### src/hdl/slo_pkg.sv
// shared types, constants and codes of the slew limiter with oscillation damping
package slo_pkg;

   localparam int CHANNELS = 256;
   localparam int CHAN_W   = $clog2(CHANNELS);

   localparam int ID_W    = 8;
   localparam int VAL_W   = 32;
   localparam int RISK_W  = 32;
   localparam int REG_W   = 31;
   localparam int RESID_W = 32;
   localparam int RSUM_W  = 48;
   localparam int KSUM_W  = 63;
   localparam int FRAC_W  = 24;
   localparam int PROD_W  = VAL_W + RISK_W;
   localparam int PSH_W   = PROD_W - FRAC_W;

   localparam logic [REG_W-1:0] MAX_DRIFT_RST = 31'd838861;
   localparam logic [REG_W-1:0] OSC_TOL_RST   = 31'd1678;

   localparam int CSR_IDX_W  = 4;
   localparam int CSR_DATA_W = 32;
   localparam logic [CSR_IDX_W-1:0] CSR_MAX_DRIFT = 4'd0;
   localparam logic [CSR_IDX_W-1:0] CSR_OSC_TOL   = 4'd1;

   localparam int QUEUE_DEPTH = 4;
   localparam int QPTR_W      = $clog2(QUEUE_DEPTH);

   typedef enum logic [1:0] {
      ACT_NONE    = 2'd0,
      ACT_DAMPED  = 2'd1,
      ACT_CLAMPED = 2'd2,
      ACT_BOTH    = 2'd3
   } action_type;

   typedef struct packed {
      logic [ID_W-1:0]          channel_id;
      logic signed [VAL_W-1:0]  proposed_value;
      logic [RISK_W-1:0]        risk_weight;
      logic                     last_item;
   } req_type;

   typedef struct packed {
      logic signed [VAL_W-1:0]  adjusted_value;
      action_type               action;
      logic [RESID_W-1:0]       residual;
      logic [RSUM_W-1:0]        resid_total;
      logic [KSUM_W-1:0]        risk_sum;
      logic                     batch_done;
   } rsp_type;

   // request plus what the front found out about its channel
   typedef struct packed {
      req_type req;
      logic    seen;
   } item_type;

   typedef struct packed {
      logic [REG_W-1:0] max_drift;
      logic [REG_W-1:0] osc_tol;
   } cfg_type;

   // one history entry: last value and the one before it
   typedef struct packed {
      logic signed [VAL_W-1:0] last;
      logic signed [VAL_W-1:0] prior;
   } hist_type;

endpackage

### src/hdl/slo_front.sv
// front end: accepts requests, tracks which channels have history, tags each request
module slo_front (
   input  logic               clock,
   input  logic               reset,
   input  logic               req_valid,
   output logic               req_ready,
   input  slo_pkg::req_type   req_data,
   output logic               push_valid,
   input  logic               push_ready,
   output slo_pkg::item_type  push_item
);

   logic [slo_pkg::CHANNELS-1:0] seen_ff;
   logic [slo_pkg::CHANNELS-1:0] seen_in;
   logic [slo_pkg::CHAN_W-1:0]   ch;
   logic                         req_fire;

   assign ch         = req_data.channel_id[slo_pkg::CHAN_W-1:0];
   assign req_ready  = push_ready;
   assign push_valid = req_valid;
   assign req_fire   = req_valid && push_ready;

   always_comb begin
      push_item.req  = req_data;
      push_item.seen = seen_ff[ch];
   end

   // history flags are set in request order, so they match what the back end will see
   always_comb begin
      seen_in = seen_ff;
      if (req_fire) begin
         seen_in[ch] = 1'b1;
      end
   end

   always_ff @(posedge clock) begin
      if (reset) begin
         seen_ff <= '0;
      end else begin
         seen_ff <= seen_in;
      end
   end

endmodule

### config.mk
export PLATFORM = sky130hd
export DESIGN_NAME = slo_front
export DESIGN_NICKNAME = d
export VERILOG_FILES = /design/src/hdl/slo_pkg.sv /design/src/hdl/slo_front.sv
export SDC_FILE = /design/constraint.sdc
export NUM_CORES = 1
export LEC_CHECK = 0
export ABC_AREA = 1
export BUFFER_PORTS_ARGS = -buffer_cell sky130_fd_sc_hd__buf_2
export CAP_MARGIN = 20
export CORE_MARGIN = 8
export CORE_UTILIZATION = 35
export DETAILED_ROUTE_END_ITERATION = 6
export GPL_ROUTABILITY_DRIVEN = 1
export PLACE_DENSITY = 0.6
export SKIP_CTS_REPAIR_TIMING = 1
export SYNTH_ARGS = -nofsm -noshare
export SYNTH_HDL_FRONTEND = slang
export SYNTH_SLANG_ARGS = --single-unit
### constraint.sdc
create_clock -name clock -period 8.46 [get_ports clock]
set_input_delay 2.538 -clock clock [delete_from_list [all_inputs] [get_ports clock]]
set_output_delay 2.538 -clock clock [all_outputs]
set_load 0.01 [all_outputs]
==> key figures <==
GRT
  • Initial antenna violation count: 0
  • Vias in the first global route: 9347
  • Grt total ovfl: 0
  • M1 GR Usage: 19.38%
  • Met2 Usage GRT: 25.19%
  • Grt met3 use: 2.195%
  • First-pass GRT wire length: 50.44 mm
  • Largest net degree at the start of global routing: 150
  • GRT Util Overall: 15.01%
  • GR peak layer: met2

Cells and area
  • Largest registers: seen_ff: 256 flops
  • Max FFs per register: 256
  • Layout cells sized above 1: 7.385%
  • Fillcell total: 3597
  • Area Growth Syn to Fin: 4.987%
  • Largest Register: seen_ff
  • N_diodes: 0
  • Layout Nets: 1707
  • Finished Layout Cells: 2100

Power and ir drop
  • Pleak: 0.004924 uW
  • Power Total: 2479 uW
  • Maximum vdd drop: 0.0001669 V
  • PD cells: 198.5 nW/um^2

Routing
  • # DRC: 0
  • TritonRoute pass-1 iters: 5
  • Routed vias: 10.10k
  • Routed Antenna Nets: 0
  • WL/cell: 15.12 um
  • Drt total wl: 31.75 mm
  • DR iter-0 viols: 873
  • Vias per cell: 4.808

Synth
  • Netlist Area Pre-Place: 11890 um^2
  • Distinct cells, synth: 21
  • Fraction of registers with async set/reset: 0%
  • Top_reg_cell synth: dfxtp_1
  • Area leader, netlist: dfxtp_1
  • Net Count, Synth: 1812
  • Synth top area share: 43.09%
  • Seq/Total Area, Yosys: 43.09%
  • Yosys reg bits: 256
  • Synth Area in Adders: 0%
  • Post-synthesis simple-gate area fraction: 27.81%
  • Synth Instances: 1735
  • Post-Synth XOR/XNOR Area: 0%
  • Post-synthesis compound-gate area fraction: 15.32%
  • Most common library cells after synthesis: nand2_1 (591), a21oi_1 (262), dfxtp_1 (256), nor2_1 (199), inv_1 (108)
  • Top cells by area, synth: dfxtp_1 (43%), nand2_1 (19%), a21oi_1 (11%)
  • Post-synth EDFFs: 0
  • Post-synthesis mux area share: 0%
  • Yosys warns: 0
  • Top-count cell post-synth: nand2_1
  • Main combinational cell family by area after synthesis: simple AND/OR/NAND/NOR gates
  • Syn_area_per_cell: 6.855 um^2

Placed design
  • PortBufs: 22
  • Detailed Place HPWL: 18.71 mm
  • Pre-CTS setup slack: 1.218 ns
  • Gpl congestion: 0.8554
  • Inst Count DP: 2046

Worst setup path
  • Startpoint types: input port
  • Worst EP arrival: 4.70 ns
  • Crit-path max FO: 52
  • Required time of the critical path: 5.92 ns
  • Worst Setup Path Type: in2out
  • Crit. End Element: output pin

Job
  • Total of max-cap violations: 0

Floorplanning
  • Initial Util: 35.47%
  • Die W: 200.3 um
  • Die height: 200.3 um
  • I/O pins: 153
  • Die area: 40140 um^2
  • CORE AREA: 33530 um^2
  • Row cnt: 67

Timing
  • Hold Vio Cnt, Final: 0
  • Worst hold slack: 0.4522 ns
  • Final period utilization: 85.61%
  • Fmax: 138.1 MHz
  • Final Max Tran Viols: 0
  • Setup Skew: 0 ns
  • Slew @ Worst Pin: 1.036 ns
  • Unrepaired setup endpoints after global routing: no
  • Setup TNS: 0 ns
  • Setup violations, final: 0
  • Slew margin rel.: 30.69%
  • Tmin final: 7.243 ns
  • Worst setup margin: 1.217 ns

Clocking
  • Worst skew pair latency: 0.53 ns
  • CTS H-Tree Depth: 1
  • CTS Buf Count: 28
  • Sink Count: 256
  • Clock transition at path regs: 0.06 ns
  • Clock tree buffer depth: 3
  • TritonCTS clock tree: done
  • Clock root buffer master: clkbuf_16

Outcome
  • Outcome: completed

Hold path
  • Hold WC Path Type: reg2reg
[routing by layer]
metal,vias up,share of wire [%]
met5,-,0
met4,0,3.1
met3,78,5.2
met2,239,46
met1,4645,46
li1,5134,-
[cell families (layout without fill, tap and decap cells)]
| logic type | count (synthesis) | count (layout) |
|---|---|---|
| buffers and inverters | 297 | 214 |
| DFF | 256 | 256 |
| and+or+nand+nor | 818 | 818 |
| AOI/OAI and AO/OA | 364 | 364 |
[layout make-up]
class	instances	area, um^2	share of cell area [%]
multi-input cells	1182	5136	41.13
inverters	117	444.2	3.557
flip-flops and latches	256	5125	41.04
repair buffers	45	349.1	2.796
clock inverters	8	40.04	0.3206
well taps	448	560.5	4.489
clock buffers	44	832.0	6.663
[final timing paths]
kind                                           startpoint                   endpoint  slack (ns)  cells after the start
worst max-delay path                         req_data[65]               push_item[0]        1.22                     14
worst min register to register  seen_ff[218]$_SDFFE_PP0P_  seen_ff[218]$_SDFFE_PP0P_        0.45                      2
worst min-delay path            seen_ff[218]$_SDFFE_PP0P_  seen_ff[218]$_SDFFE_PP0P_        0.45                      2
worst max register to register  seen_ff[167]$_SDFFE_PP0P_  seen_ff[167]$_SDFFE_PP0P_        7.81                      2
[metrics by stage]
| step | utilization (%) | area [um^2] |
|---|---|---|
| final | 37.24 | 12490 |
| after global routing | 37.24 | 12490 |
| after CTS | 37.13 | 12450 |
| after detailed placement | 34.53 | 11580 |
| after global placement | 34.37 | 11520 |
| after floorplan | - | 11890 |
[cell usage in the layout (no fill, tap or decap), types with 2 or more instances in the layout]
master,netlist,routed
a21oi_1,262,262
buf_2,31,20
buf_4,92,16
buf_6,18,6
clkbuf_1,38,10
clkbuf_16,0,29
clkbuf_8,0,6
clkinv_2,0,8
dfxtp_1,256,256
inv_1,108,108
inv_2,7,7
inv_4,2,2
nand2_1,591,591
nand2_4,2,2
nand3_1,2,2
nor2_1,199,199
nor2_4,8,8
nor3_2,5,4
nor3_4,9,10
o21ai_0,68,68
o21ai_1,34,34
[report_power, final]
part,internal [uW],switching (uW),leakage (uW),total (uW)
combinational,17.3,99.9,0.00243,117
sequential,1210,0.609,0.00206,1210
clock,671,483,0.000436,1150
total,1900,583,0.00492,2480
[critical path: stages]
cell	delay, ns
buf_6	0.32
buf_4	0.53
o21ai_0	0.20
nand2_1	0.09
nand2_1	0.05
nand2_1	0.05
nand2_1	0.08
o21ai_1	0.22
nand2_1	0.08
nor2_1	0.09
nor2_1	0.04
nor2_1	0.10
nand2_1	0.10
buf_2	0.16
Power figures use the tool's default switching activity.
