==> config.mk <==
export PLATFORM = sky130hd
export DESIGN_NAME = slo_queue
export DESIGN_NICKNAME = d
export VERILOG_FILES = /design/src/hdl/slo_pkg.sv /design/src/hdl/slo_queue.sv
export SDC_FILE = /design/constraint.sdc
export NUM_CORES = 1
export LEC_CHECK = 0
export ABC_AREA = 1
export BUFFER_PORTS_ARGS = -buffer_cell sky130_fd_sc_hd__buf_4
export CAP_MARGIN = 20
export CORE_ASPECT_RATIO = 0.6
export CORE_UTILIZATION = 45
export CTS_CLUSTER_DIAMETER = 80
export DETAILED_ROUTE_END_ITERATION = 10
export GPL_TIMING_DRIVEN = 0
export PLACE_DENSITY = 0.63
export SYNTH_ARGS = -nofsm -noshare
export SYNTH_HDL_FRONTEND = slang
export SYNTH_SLANG_ARGS = --single-unit
==> constraint.sdc <==
create_clock -name clock -period 7 [get_ports clock]
set_input_delay 1.4 -clock clock [delete_from_list [all_inputs] [get_ports clock]]
set_output_delay 1.4 -clock clock [all_outputs]
set_load 0.01 [all_outputs]
==> src/hdl/slo_pkg.sv <==
// shared types, constants and codes of the slew limiter with oscillation damping
package slo_pkg;

   localparam int CHANNELS = 256;
   localparam int CHAN_W   = $clog2(CHANNELS);

   localparam int ID_W    = 8;
   localparam int VAL_W   = 32;
   localparam int RISK_W  = 32;
   localparam int REG_W   = 31;
   localparam int RESID_W = 32;
   localparam int RSUM_W  = 48;
   localparam int KSUM_W  = 63;
   localparam int FRAC_W  = 24;
   localparam int PROD_W  = VAL_W + RISK_W;
   localparam int PSH_W   = PROD_W - FRAC_W;

   localparam logic [REG_W-1:0] MAX_DRIFT_RST = 31'd838861;
   localparam logic [REG_W-1:0] OSC_TOL_RST   = 31'd1678;

   localparam int CSR_IDX_W  = 4;
   localparam int CSR_DATA_W = 32;
   localparam logic [CSR_IDX_W-1:0] CSR_MAX_DRIFT = 4'd0;
   localparam logic [CSR_IDX_W-1:0] CSR_OSC_TOL   = 4'd1;

   localparam int QUEUE_DEPTH = 4;
   localparam int QPTR_W      = $clog2(QUEUE_DEPTH);

   typedef enum logic [1:0] {
      ACT_NONE    = 2'd0,
      ACT_DAMPED  = 2'd1,
      ACT_CLAMPED = 2'd2,
      ACT_BOTH    = 2'd3
   } action_type;

   typedef struct packed {
      logic [ID_W-1:0]          channel_id;
      logic signed [VAL_W-1:0]  proposed_value;
      logic [RISK_W-1:0]        risk_weight;
      logic                     last_item;
   } req_type;

   typedef struct packed {
      logic signed [VAL_W-1:0]  adjusted_value;
      action_type               action;
      logic [RESID_W-1:0]       residual;
      logic [RSUM_W-1:0]        resid_total;
      logic [KSUM_W-1:0]        risk_sum;
      logic                     batch_done;
   } rsp_type;

   // request plus what the front found out about its channel
   typedef struct packed {
      req_type req;
      logic    seen;
   } item_type;

   typedef struct packed {
      logic [REG_W-1:0] max_drift;
      logic [REG_W-1:0] osc_tol;
   } cfg_type;

   // one history entry: last value and the one before it
   typedef struct packed {
      logic signed [VAL_W-1:0] last;
      logic signed [VAL_W-1:0] prior;
   } hist_type;

endpackage

==> src/hdl/slo_queue.sv <==
// small fifo between the front end and the back end
module slo_queue (
   input  logic               clock,
   input  logic               reset,
   input  logic               push_valid,
   output logic               push_ready,
   input  slo_pkg::item_type  push_item,
   output logic               pop_valid,
   input  logic               pop_ready,
   output slo_pkg::item_type  pop_item
);

   slo_pkg::item_type          entries_ff [slo_pkg::QUEUE_DEPTH];
   logic [slo_pkg::QPTR_W-1:0] wr_ptr_ff;
   logic [slo_pkg::QPTR_W-1:0] rd_ptr_ff;
   logic [slo_pkg::QPTR_W:0]   count_ff;
   logic [slo_pkg::QPTR_W:0]   count_in;
   logic                       push_fire;
   logic                       pop_fire;

   assign push_ready = count_ff != (slo_pkg::QPTR_W + 1)'(slo_pkg::QUEUE_DEPTH);
   assign pop_valid  = count_ff != '0;
   assign pop_item   = entries_ff[rd_ptr_ff];
   assign push_fire  = push_valid && push_ready;
   assign pop_fire   = pop_valid && pop_ready;

   always_comb begin
      count_in = count_ff;
      if (push_fire && !pop_fire) begin
         count_in = count_ff + 1'b1;
      end else if (pop_fire && !push_fire) begin
         count_in = count_ff - 1'b1;
      end
   end

   always_ff @(posedge clock) begin
      if (reset) begin
         wr_ptr_ff <= '0;
         rd_ptr_ff <= '0;
         count_ff  <= '0;
      end else begin
         count_ff <= count_in;
         if (push_fire) begin
            wr_ptr_ff <= wr_ptr_ff + 1'b1;
         end
         if (pop_fire) begin
            rd_ptr_ff <= rd_ptr_ff + 1'b1;
         end
      end
   end

   always_ff @(posedge clock) begin
      if (push_fire) begin
         entries_ff[wr_ptr_ff] <= push_item;
      end
   end

endmodule

==> Implementation_results.wiki, run 1 <==
{| class="wikitable"
! Metric !! Value
|-
| Outcome || finished, final reports clean
|-
| Floorplan die height || 126 µm
|-
| Area inside the core boundary || 24600 µm²
|-
| Worst reg2reg startpoint || count_ff[1]
|-
| Number of cells traversed by the worst register-to-register path || 9
|-
| Clock slew at the register clock pins of the worst setup and hold paths || 0.06 ns
|-
| Number of port buffers || 153
|-
| Total length of routed wires || 26.1 mm
|-
| Residual DRC count || 0
|-
| Gr ovfl total || 0
|-
| Worst-case setup slack after placement || 3.83 ns
|-
| First-pass GRT wire length || 40.2 mm
|-
| Layout cell share with drive strength beyond 1 || between 20% and 30%
|-
| Master of the slowest instance on the critical path || sky130_fd_sc_hd__clkbuf_1
|-
| Detailed-route wire length per cell || 19.7 µm
|-
| Inserted Diodes || 0
|-
| Least-Margin Pin Slew || 0.883 ns
|-
| Worst EP required || about 5.6 ns
|-
| Clock period minus worst slack || 3.77 ns
|-
| Aggregate global-route resource usage || 20.3%
|-
| Final worst setup slack || 3.23 ns
|-
| Classification of the worst-slack hold path || register to register
|-
| Final HPWL DP || 16.5 mm
|-
| Worst Path Arrival || 2.37 ns
|-
| Maximum count of clock buffers along a single path || 3
|-
| Post-CTS Hold Buffers || 0
|-
| Sum Neg Setup Slack || 0 ns
|-
| Placed Area || 13200 µm²
|-
| Die W || 208 µm
|-
| Row Count || 44
|-
| Final number of setup-violating endpoints || 0
|-
| Ports placed on the boundary || 154
|-
| Routed via count divided by cell count || 5.26
|-
| Power per unit of standard cell area || 376 nW/µm²
|-
| Final net count || 1061
|-
| Share of the clock period used by the worst path || 53.8%
|-
| Length of the first detailed-routing pass in iterations || 7
|-
| Vias in the first global route || just under 7000
|-
| Mean area per synthesized cell || roughly 15 µm²
|-
| Leakage power total || 5.05 nW
|-
| Syn-to-layout area delta || 24.4%
|-
| Synthesized netlist cell count || just under 800
|-
| Cell accounting for the most synthesized area || sky130_fd_sc_hd__edfxtp_1
|-
| Number of DRC markers in iteration 0 || 550
|-
| Total CTS buffers || 28
|-
| Yosys cell types || 20
|-
| WHS Path Cells || 2
|-
| Flop-to-flop setup slack || between 4 and 5 ns
|-
| Count of nets left with antenna violations after detail routing || 0
|-
| Effective utilization at floorplan || 46.6%
|-
| Flip-flop and latch count after synthesis || 305
|-
| Clock tree from TritonCTS || yes
|-
| End of the worst register-to-register path || count_ff[1]
|-
| Worst slew margin relative to its limit || around two fifths
|-
| Kind of end point of the critical path || output pin
|-
| Placer Congestion || 0.738
|-
| Setup Buffers After CTS || 0
|-
| Post-cts gate resize count || 0
|-
| Crit start category || register
|-
| Total nets after synthesis || 868
|-
| Endpoints failing hold || 0
|-
| Largest net degree at the start of global routing || 31
|-
| Crit path cell chain || buf_2, clkbuf_1, o21ai_0, o22ai_1, buf_4
|-
| Critical Setup Path Class || register to output pin
|-
| Max-slew violations || 0
|-
| Fin Clk Skew || ~0.021 ns
|-
| Sequential share of the synthesized area || 79.2%
|-
| Synth top area share || between 70% and 80%
|-
| Unrepaired setup endpoints after global routing || no
|-
| Warning count from the yosys run || 0
|-
| IR Drop Worst-Case VDD || roughly 180 µV
|-
| Launch instance of the worst min-delay path || rd_ptr_ff[1]
|-
| Peak clock frequency supported by timing || 266 MHz
|-
| WP buf/inv || 3
|-
| Crit path largest cell delay || 0.41 ns
|-
| H-tree level count || 1
|-
| Main area contributors after synthesis || sky130_fd_sc_hd__edfxtp_1 78%, sky130_fd_sc_hd__nor2_1 5.3%, sky130_fd_sc_hd__o21ai_0 4.2%, sky130_fd_sc_hd__o22ai_1 4.0%, sky130_fd_sc_hd__o21ai_1 2.4%
|-
| Antenna violations before repair || 1
|-
| Detailed-route via count || 6949
|-
| Insertion delay to the later sink of the worst-skew pair || around 0.55 ns
|-
| Maximum fanout encountered on the critical timing path || 10
|-
| Final instance area || around 14000 µm²
|-
| Die outline area || between 20000 and 30000 µm²
|-
| Worst path top cell family by delay || buffers and inverters
|-
| MaxCap Viol Count || 0
|-
| Clock net sink count || 305
|-
| Cell Area, Synth || between 10000 and 15000 µm²
|-
| CTS Root Cell || sky130_fd_sc_hd__clkbuf_16
|}
## synth_stat cells
cell type	instances
sky130_fd_sc_hd__nand2_1	15
sky130_fd_sc_hd__clkbuf_1	20
sky130_fd_sc_hd__xor2_1	1
sky130_fd_sc_hd__buf_4	6
sky130_fd_sc_hd__o21ai_0	95
sky130_fd_sc_hd__nand3b_1	1
sky130_fd_sc_hd__clkbuf_2	2
sky130_fd_sc_hd__nand3_1	4
sky130_fd_sc_hd__a21oi_1	3
sky130_fd_sc_hd__edfxtp_1	296
sky130_fd_sc_hd__o21ai_1	54
sky130_fd_sc_hd__inv_4	1
sky130_fd_sc_hd__inv_1	15
sky130_fd_sc_hd__dfxtp_1	9
sky130_fd_sc_hd__buf_6	12
sky130_fd_sc_hd__fa_1	1
sky130_fd_sc_hd__ha_1	5
sky130_fd_sc_hd__o22ai_1	74
sky130_fd_sc_hd__buf_2	8
sky130_fd_sc_hd__nor2_1	162
## logic make-up (layout without fill, tap and decap cells)
group | count (synthesis) | count (layout) | synth area share, %
compound gates | 226 | 226 | 10.7
xor+xnor | 1 | 1 | 0.0766
fa+ha+maj | 6 | 6 | 0.722
buf+inv | 64 | 279 | 3.21
flops | 305 | 305 | 79.2
simple gates | 182 | 182 | 6.05
## placed cells by master, fill, tap and decap left out, types with 15 or more instances in the layout
master / synthesis / final
sky130_fd_sc_hd__nor2_1: 162 / 158
sky130_fd_sc_hd__o21ai_1: 54 / 54
sky130_fd_sc_hd__o22ai_1: 74 / 74
sky130_fd_sc_hd__nand2_1: 15 / 15
sky130_fd_sc_hd__o21ai_0: 95 / 95
sky130_fd_sc_hd__inv_1: 15 / 15
sky130_fd_sc_hd__buf_4: 6 / 159
sky130_fd_sc_hd__edfxtp_1: 296 / 296
sky130_fd_sc_hd__clkbuf_1: 20 / 24
sky130_fd_sc_hd__clkbuf_16: 0 / 29
## flip-flops by register name, summed over array words and instances (netlist names), named ones only
signal / cells
rd_ptr_ff: 2
wr_ptr_ff: 2
count_ff: 3
entries_ff: 296
## worst register-to-register path, delay by kind of cell (launching register included)
| kind | cells | cell delay (ns) |
|---|---|---|
| compound gates | 1 | 0.22 |
| simple gates | 4 | 0.71 |
| fa+ha+maj | 2 | 0.65 |
| flops | 1 | 0.33 |
| buf+inv | 2 | 0.25 |
## metrics by stage
stage                     utilization [%]  hold slack [ns]  power, W  std cells
final                                58.0            0.501   0.00535       1321
after floorplan                         -            0.459   0.00305        784
after detailed placement             54.0            0.487   0.00376       1269
after global routing                 58.0            0.529   0.00559       1321
after global placement               52.9            0.482   0.00373       1259
after CTS                            58.0            0.502   0.00539       1321
## power by group
part / internal [W] / leakage [nW] / switching (W)
clock network: 0.000978 / 0.484 / 0.000664
logic: 0.000580 / 1.78 / 0.000863
registers: 0.00222 / 2.79 / 0.0000477
total: 0.00377 / 5.05 / 0.00158
## how the worst max path moves through the flow
stage,start,end,cells after the start
after floorplan,push_valid,entries_ff[0][0],2
after global placement,push_valid,entries_ff[0][16],3
after detailed placement,push_valid,entries_ff[1][38],4
after CTS,register,pop_item[40],5
after global routing,register,pop_item[40],5
final,register,pop_item[40],5
## cell type report
cell class / count / area (µm²)
Timing Repair Buffer: 163 / 1370
Multi-Input combinational cell: 415 / 2040
Clock buffer: 33 / 741
Tap cell: 322 / 403
Sequential cell: 305 / 9070
Clock inverter: 19 / 246
Fill cell: 1977 / 10300
Inverter: 16 / 62.6
Buffer: 48 / 305
## layer usage
| metal | wire, µm | vias to the layer above | global-route usage [%] |
|---|---|---|---|
| met3 | 1700 | 32 | 4.82 |
| met1 | 12600 | 3388 | 30.6 |
| li1 | - | 3329 | - |
| met2 | 11300 | 198 | 30.1 |
| met5 | 14 | - | 0 |
| met4 | 414 | 2 | 3.75 |
(Power assumes the default switching activity.)
==> run 2: changes to the inputs <==
- PLACE_DENSITY: 0.63 -> 0.65
- clock period: 7 -> 3.15 ns (I/O delays scaled with it)
==> Implementation_results.wiki, run 2 (synthesis results as in run 1) <==
{| class="wikitable"
! Metric !! Value
|-
| Least-Margin Pin Slew || 0.629 ns (was 0.883 ns)
|-
| Worst slew margin relative to its limit || 58.0% (was 41.0%)
|-
| Final net count || 1062 (was 1061)
|-
| Worst reg2reg startpoint || count_ff[0] (was count_ff[1])
|-
| Worst Hold Margin || 0.288 ns (was 0.501 ns)
|-
| Area of the multi-input gates || 2040 µm² (unchanged)
|-
| Kind of end point of the critical path || output pin (unchanged)
|-
| Detailed-route wire length per cell || 19.4 µm (was 19.7 µm)
|-
| Outcome || finished, final reports clean (unchanged)
|-
| Floorplan die height || 126 µm (unchanged)
|-
| Combinational group share of total power || 27.5% (was 27.0%)
|-
| Row Count || 44 (unchanged)
|-
| Die outline area || 26100 µm² (unchanged)
|-
| Ports placed on the boundary || 154 (unchanged)
|-
| Top Layer Used || met4 (was met5)
|-
| Clock period minus worst slack || 2.93 ns
|-
| Hold Crit Endpoint || rd_ptr_ff[0]
|-
| WP buf/inv || 3 (unchanged)
|-
| Placer Congestion || 0.731 (was 0.738)
|-
| Sum Neg Setup Slack || 0 ns (unchanged)
|-
| Power per unit of standard cell area || 823 nW/µm² (was 376 nW/µm²)
|-
| Most common cell after layout, fill and taps aside || sky130_fd_sc_hd__edfxtp_1 (unchanged)
|-
| Number of port buffers || 153 (unchanged)
|-
| Worst path top cell family by delay || buffers and inverters (unchanged)
|-
| Crit path largest cell delay || 0.43 ns (was 0.41 ns)
|-
| Critical Setup Path Class || register to output pin (unchanged)
|-
| Gr ovfl total || 0 (unchanged)
|-
| Leakage power total || 5.03 nW (was 5.05 nW)
|-
| Crit path cell chain || buf_2, clkbuf_1, o21ai_0, o22ai_1, buf_4 (unchanged)
|-
| Length of the first detailed-routing pass in iterations || 4 (was 7)
|-
| Total length of routed wires || 25.5 mm (was 26.1 mm)
|-
| Filler instances || 1935 (was 1977)
|-
| Worst Path Arrival || 2.30 ns (was 2.37 ns)
|-
| Total CTS buffers || 27 (was 28)
|-
| Commonest cells after routing, fill and taps aside || 296 x sky130_fd_sc_hd__edfxtp_1, 159 x sky130_fd_sc_hd__buf_4, 158 x sky130_fd_sc_hd__nor2_1, 95 x sky130_fd_sc_hd__o21ai_0, 74 x sky130_fd_sc_hd__o22ai_1 (unchanged)
|-
| Worst EP required || 2.52 ns (was 5.60 ns)
|-
| Master of the slowest instance on the critical path || sky130_fd_sc_hd__clkbuf_1 (unchanged)
|-
| Final number of setup-violating endpoints || 0 (unchanged)
|-
| Largest net degree at the start of global routing || 30 (was 31)
|-
| Final HPWL DP || 16.6 mm (was 16.5 mm)
|-
| Effective utilization at floorplan || 46.6% (unchanged)
|-
| Proportion of power drawn by the clock network || 29.6% (was 30.7%)
|-
| Endpoints failing hold || 0 (unchanged)
|-
| IR Drop Worst-Case VDD || 425 µV (was 178 µV)
|-
| Maximum fanout encountered on the critical timing path || 10 (unchanged)
|-
| Setup Buffers After CTS || 0 (unchanged)
|-
| Die W || 208 µm (unchanged)
|-
| Detailed-routed wire length on met3 || 1.87 mm (was 1.70 mm)
|-
| Antenna violations before repair || 0 (was 1)
|-
| Launch instance of the worst min-delay path || reset (was rd_ptr_ff[1])
|-
| Layout cell share with drive strength beyond 1 || 23.7% (about the same)
|-
| Peak clock frequency supported by timing || 341 MHz
|-
| Maximum count of clock buffers along a single path || 3 (unchanged)
|-
| Largest registers in the final layout || entries_ff (296), count_ff (3) (unchanged)
|-
| Classification of the worst-slack hold path || input port to register (was register to register)
|-
| Part of the power in registers || 42.9% (was 42.3%)
|-
| Insertion delay to the later sink of the worst-skew pair || 0.54 ns (was 0.55 ns)
|-
| Routed via count divided by cell count || 5.28 (was 5.26)
|-
| Flop-to-flop setup slack || 0.85 ns (was 4.72 ns)
|-
| Fin Clk Skew || 0.0239 ns (was 0.0207 ns)
|-
| Syn-to-layout area delta || 24.5% (was 24.4%)
|-
| Net switching component of the power || 0.00342 W (was 0.00158 W)
|-
| Unrepaired setup endpoints after global routing || no (unchanged)
|-
| Area taken by flip-flops and latches || 9070 µm² (unchanged)
|-
| Wire length on met1 || 11.8 mm (was 12.6 mm)
|-
| Area inside the core boundary || 24600 µm² (unchanged)
|-
| Clock net sink count || 305 (unchanged)
|-
| Register containing the most flip-flops in the final layout || entries_ff (unchanged)
|-
| Count of nets left with antenna violations after detail routing || 0 (unchanged)
|-
| Residual DRC count || 0 (unchanged)
|-
| Switching portion of total power || 29.2% (was 29.4%)
|-
| Inserted Diodes || 0 (unchanged)
|-
| Internal Power || 0.00830 W (was 0.00377 W)
|-
| Post-cts gate resize count || 0 (unchanged)
|-
| Number of DRC markers in iteration 0 || 578 (was 550)
|-
| WHS Path Cells || 2 (unchanged)
|-
| Max-slew violations || 0 (unchanged)
|-
| First-pass GRT wire length || 39.7 mm (was 40.2 mm)
|-
| Vias in the first global route || 6912 (was 6844)
|-
| MaxCap Viol Count || 0 (unchanged)
|-
| Share of the clock period used by the worst path || a little over 90%
|-
| Number of flip-flops in the largest register || 296 (unchanged)
|-
| Final Util || 58.0% (about the same)
|-
| Clock slew at the register clock pins of the worst setup and hold paths || 0.06 ns (about the same)
|-
| Detailed-route via count || 6970 (was 6949)
|-
| End of the worst register-to-register path || count_ff[1] (unchanged)
|-
| Logic depth of the worst path, buffers included || 5 (unchanged)
|-
| Clock tree from TritonCTS || yes (unchanged)
|-
| Number of cells traversed by the worst register-to-register path || 9 (unchanged)
|-
| Aggregate global-route resource usage || 19.8% (was 20.3%)
|-
| Detail Route met2 WL || 11.3 mm (about the same)
|-
| H-tree level count || 1 (unchanged)
|-
| Crit start category || register (unchanged)
|-
| CTS Root Cell || sky130_fd_sc_hd__clkbuf_16 (unchanged)
|-
| Post-CTS Hold Buffers || 0 (unchanged)
|}
-- run 2: cell types whose count changed in the layout (fill, tap and decap cells not counted) --
| cell | change |
|---|---|
| sky130_fd_sc_hd__inv_6 | +1 |
| sky130_fd_sc_hd__clkinv_2 | -3 |
| sky130_fd_sc_hd__buf_16 | +4 |
| sky130_fd_sc_hd__clkinv_1 | -2 |
| sky130_fd_sc_hd__clkinv_4 | -1 |
| sky130_fd_sc_hd__inv_8 | -1 |
| sky130_fd_sc_hd__clkbuf_1 | +1 |
| sky130_fd_sc_hd__clkinvlp_4 | +3 |
| sky130_fd_sc_hd__buf_12 | -2 |
| sky130_fd_sc_hd__clkbuf_16 | -2 |
-- run 2: stage by stage --
| step | total power, W | cell area [µm²] | setup slack, ns | instances |
|---|---|---|---|---|
| after CTS | 0.0118 | 14200 | 0.201 | 1319 |
| after floorplan | 0.00679 | 11400 | -1.19 | 784 |
| final | 0.0117 | 14200 | 0.215 | 1319 |
| after global routing | 0.0123 | 14200 | 0.0890 | 1319 |
| after global placement | 0.00829 | 13000 | -3.83 | 1259 |
| after detailed placement | 0.00838 | 13300 | 0.750 | 1271 |
-- run 2: layout make-up --
type                    instances  area share [%]
clock buffers                  32            4.87
inverters                      16           0.439
flip-flops and latches        305            63.7
multi-input cells             415            14.3
well taps                     322            2.83
plain buffers                  48            2.14
repair buffers                165            10.1
clock inverters                16            1.65
-- run 2: how the worst max path moves through the flow --
| stage | from | to |
|---|---|---|
| floorplan | push_valid | entries_ff[0][0] |
| global placement | push_valid | entries_ff[0][17] |
| detailed placement | push_valid | entries_ff[0][17] |
| CTS | register | pop_item[11] |
| global route | register | pop_item[11] |
| finish | register | pop_item[11] |
-- run 2: power by group through the flow --
stage	sequential (W)	clock (W)	combinational [W]
2_1_floorplan	0.00514	0	0.00164
3_3_place_gp	0.00520	0	0.00308
3_5_place_dp	0.00512	0	0.00326
4_1_cts	0.00503	0.00352	0.00327
5_1_grt	0.00507	0.00367	0.00353
6_report	0.00503	0.00347	0.00322
-- run 2: routing by layer --
layer | GRT usage (%) | vias to the layer above
met3 | 3.47 | 36
met5 | 0 | -
li1 | - | 3325
met2 | 30.2 | 217
met4 | 4.18 | 0
met1 | 29.9 | 3392
==> run 3: changes to the inputs <==
- BUFFER_PORTS_ARGS: -buffer_cell sky130_fd_sc_hd__buf_4 -> default
- DONT_BUFFER_PORTS: default -> 1
- PLACE_DENSITY: 0.65 -> 0.6
- SETUP_SLACK_MARGIN: default -> 0.4
==> Implementation_results.wiki, run 3 (synthesis results as in run 1) <==
{| class="wikitable"
! Metric !! Value
|-
| Outcome || finished, final reports clean (unchanged)
|-
| Classification of the worst-slack hold path || input port to register (unchanged)
|-
| Filler instances || 1946 (was 1935)
|-
| Overall power of the completed layout || 0.0107 W (was 0.0117 W)
|-
| IR Drop Worst-Case VDD || 442 µV (was 425 µV)
|-
| Largest registers in the final layout || entries_ff (296), count_ff (3) (unchanged)
|-
| Insertion delay to the later sink of the worst-skew pair || 0.55 ns (was 0.54 ns)
|-
| Critical Setup Path Class || register to output pin (unchanged)
|-
| Clock period minus worst slack || 2.64 ns (was 2.93 ns)
|-
| Worst EP required || 2.52 ns (about the same)
|-
| Master of the slowest instance on the critical path || sky130_fd_sc_hd__dfxtp_1 (was sky130_fd_sc_hd__clkbuf_1)
|-
| Routed via count divided by cell count || 5.66 (was 5.28)
|-
| Area inside the core boundary || 24600 µm² (unchanged)
|-
| Maximum count of clock buffers along a single path || 3 (unchanged)
|-
| Final instance area || 13100 µm² (was 14200 µm²)
|-
| Die W || 208 µm (unchanged)
|-
| Endpoints failing hold || 0 (unchanged)
|-
| Fin Clk Skew || 0.0170 ns (was 0.0239 ns)
|-
| Number of DRC markers in iteration 0 || 530 (was 578)
|-
| Die outline area || 26100 µm² (unchanged)
|-
| H-tree level count || 1 (unchanged)
|-
| Final HPWL DP || 16.7 mm (was 16.6 mm)
|-
| Final number of setup-violating endpoints || 0 (unchanged)
|-
| Length of the first detailed-routing pass in iterations || 4 (unchanged)
|-
| Clock net sink count || 305 (unchanged)
|-
| Aggregate global-route resource usage || 20.4% (was 19.8%)
|-
| Gr ovfl total || 0 (unchanged)
|-
| Commonest cells after routing, fill and taps aside || 296 x sky130_fd_sc_hd__edfxtp_1, 158 x sky130_fd_sc_hd__nor2_1, 95 x sky130_fd_sc_hd__o21ai_0, 54 x sky130_fd_sc_hd__o21ai_1, 52 x sky130_fd_sc_hd__o22ai_1 (was 296 x sky130_fd_sc_hd__edfxtp_1, 159 x sky130_fd_sc_hd__buf_4, 158 x sky130_fd_sc_hd__nor2_1, 95 x sky130_fd_sc_hd__o21ai_0, 74 x sky130_fd_sc_hd__o22ai_1)
|-
| Share of the clock period used by the worst path || 83.9% (was 93.2%)
|-
| Placer Congestion || 0.802 (was 0.731)
|-
| Worst Path Arrival || 2.01 ns (was 2.30 ns)
|-
| Leakage power total || 4.34 nW (was 5.03 nW)
|-
| Worst slew margin relative to its limit || 37.4% (was 58.0%)
|-
| Largest net degree at the start of global routing || 30 (unchanged)
|-
| Number of port buffers || 0 (was 153)
|-
| Syn-to-layout area delta || 14.7% (was 24.5%)
|-
| WP buf/inv || 2 (was 3)
|-
| Final net count || 909 (was 1062)
|-
| MaxCap Viol Count || 0 (unchanged)
|-
| Worst-case setup slack after placement || 0.679 ns (was 0.750 ns)
|-
| Unrepaired setup endpoints after global routing || no (unchanged)
|-
| Register containing the most flip-flops in the final layout || entries_ff (unchanged)
|-
| Crit path cell chain || buf_2, clkbuf_2, o21ai_0, o22ai_1 (was buf_2, clkbuf_1, o21ai_0, o22ai_1, buf_4)
|-
| First-pass GRT wire length || 40.3 mm (was 39.7 mm)
|-
| Maximum fanout encountered on the critical timing path || 10 (unchanged)
|-
| Power per unit of standard cell area || 816 nW/µm² (was 823 nW/µm²)
|-
| Worst path top cell family by delay || buffers and inverters (unchanged)
|-
| Count of nets left with antenna violations after detail routing || 0 (unchanged)
|-
| Detailed-route wire length per cell || 22.5 µm (was 19.4 µm)
|-
| Max-slew violations || 0 (unchanged)
|-
| Clock tree from TritonCTS || yes (unchanged)
|-
| Floorplan die height || 126 µm (unchanged)
|-
| Inserted Diodes || 0 (unchanged)
|-
| Detailed-route via count || 6617 (was 6970)
|-
| Most common cell after layout, fill and taps aside || sky130_fd_sc_hd__edfxtp_1 (unchanged)
|-
| Final cell count without fillers || 1169 (was 1319)
|-
| Setup Buffers After CTS || 0 (unchanged)
|-
| Cell count after placement || 1117 (was 1271)
|-
| Effective utilization at floorplan || 46.6% (unchanged)
|-
| Row Count || 44 (unchanged)
|-
| Clock slew at the register clock pins of the worst setup and hold paths || 0.06 ns (about the same)
|-
| Total CTS buffers || 28 (was 27)
|-
| Peak clock frequency supported by timing || 378 MHz (was 341 MHz)
|-
| Crit start category || register (unchanged)
|-
| Antenna violations before repair || 0 (unchanged)
|-
| Placed Area || 12100 µm² (was 13300 µm²)
|-
| Layout cell share with drive strength beyond 1 || 13.6% (was 23.7%)
|-
| Vias in the first global route || 6877 (was 6912)
|-
| Residual DRC count || 0 (unchanged)
|-
| Ports placed on the boundary || 154 (unchanged)
|-
| Kind of end point of the critical path || output pin (unchanged)
|-
| Crit path largest cell delay || 0.35 ns (was 0.43 ns)
|-
| Total length of routed wires || 26.3 mm (was 25.5 mm)
|-
| Final worst setup slack || 0.506 ns (was 0.215 ns)
|-
| CTS Root Cell || sky130_fd_sc_hd__clkbuf_16 (unchanged)
|-
| Number of flip-flops in the largest register || 296 (unchanged)
|-
| Least-Margin Pin Slew || 0.937 ns (was 0.629 ns)
|}
-- run 3: changes by cell type in the layout (fill, tap and decap cells not counted), moves of 5 or more --
cell                        delta
sky130_fd_sc_hd__o22ai_1      -22
sky130_fd_sc_hd__bufinv_16     -5
sky130_fd_sc_hd__clkbuf_2     +14
sky130_fd_sc_hd__o22ai_2      +22
sky130_fd_sc_hd__clkbuf_1     -10
sky130_fd_sc_hd__buf_4       -153
-- run 3: final timing paths --
check             slack (ns)         start  cells past startpoint                to
hold reg to reg         0.49  rd_ptr_ff[1]                      2          register
hold / removal          0.14         reset                      1      rd_ptr_ff[0]
setup / recovery        0.51      register                      4      pop_item[30]
setup reg to reg        0.72   count_ff[0]                      6  entries_ff[2][9]
-- run 3: per-stage QoR --
step	TNS, ns	hold slack, ns	util, %
after CTS	0	0.119	53.3
after global placement	-462.28	0.480	48.3
after detailed placement	0	0.482	49.4
after global routing	0	0.122	53.5
after floorplan	0	0.459	-
final	0	0.139	53.5
-- run 3: layout make-up --
cell class                      count  area, µm²  area share, %
Multi-Input combinational cell    415       2170           16.6
Sequential cell                   305       9070           69.1
Tap cell                          322        403           3.07
Inverter                           16       62.6          0.477
Clock inverter                     15        103          0.782
Clock buffer                       37        734           5.59
Timing Repair Buffer               11        258           1.96
Buffer                             48        323           2.46
-- run 3: report_power, final --
group | leakage (nW) | total, W | internal, W | switching, W
registers | 2.79 | 0.00505 | 0.00493 | 0.000119
clock network | 0.403 | 0.00310 | 0.00172 | 0.00139
logic | 1.15 | 0.00256 | 0.000743 | 0.00182
-- run 3: what timing repair did --
item | in CTS | in global routing
hold buffers | 0 | 0
resized for setup | 30 | 7
endpoints found under the setup margin | 64 | 7
-- run 3: routing by layer --
metal	track usage, %	vias to the layer above	share of wire, %
met3	7.86	31	10
met2	33.5	248	47
met5	0	-	0
li1	-	3022	-
met1	26.1	3316	41
met4	3.57	0	1.4
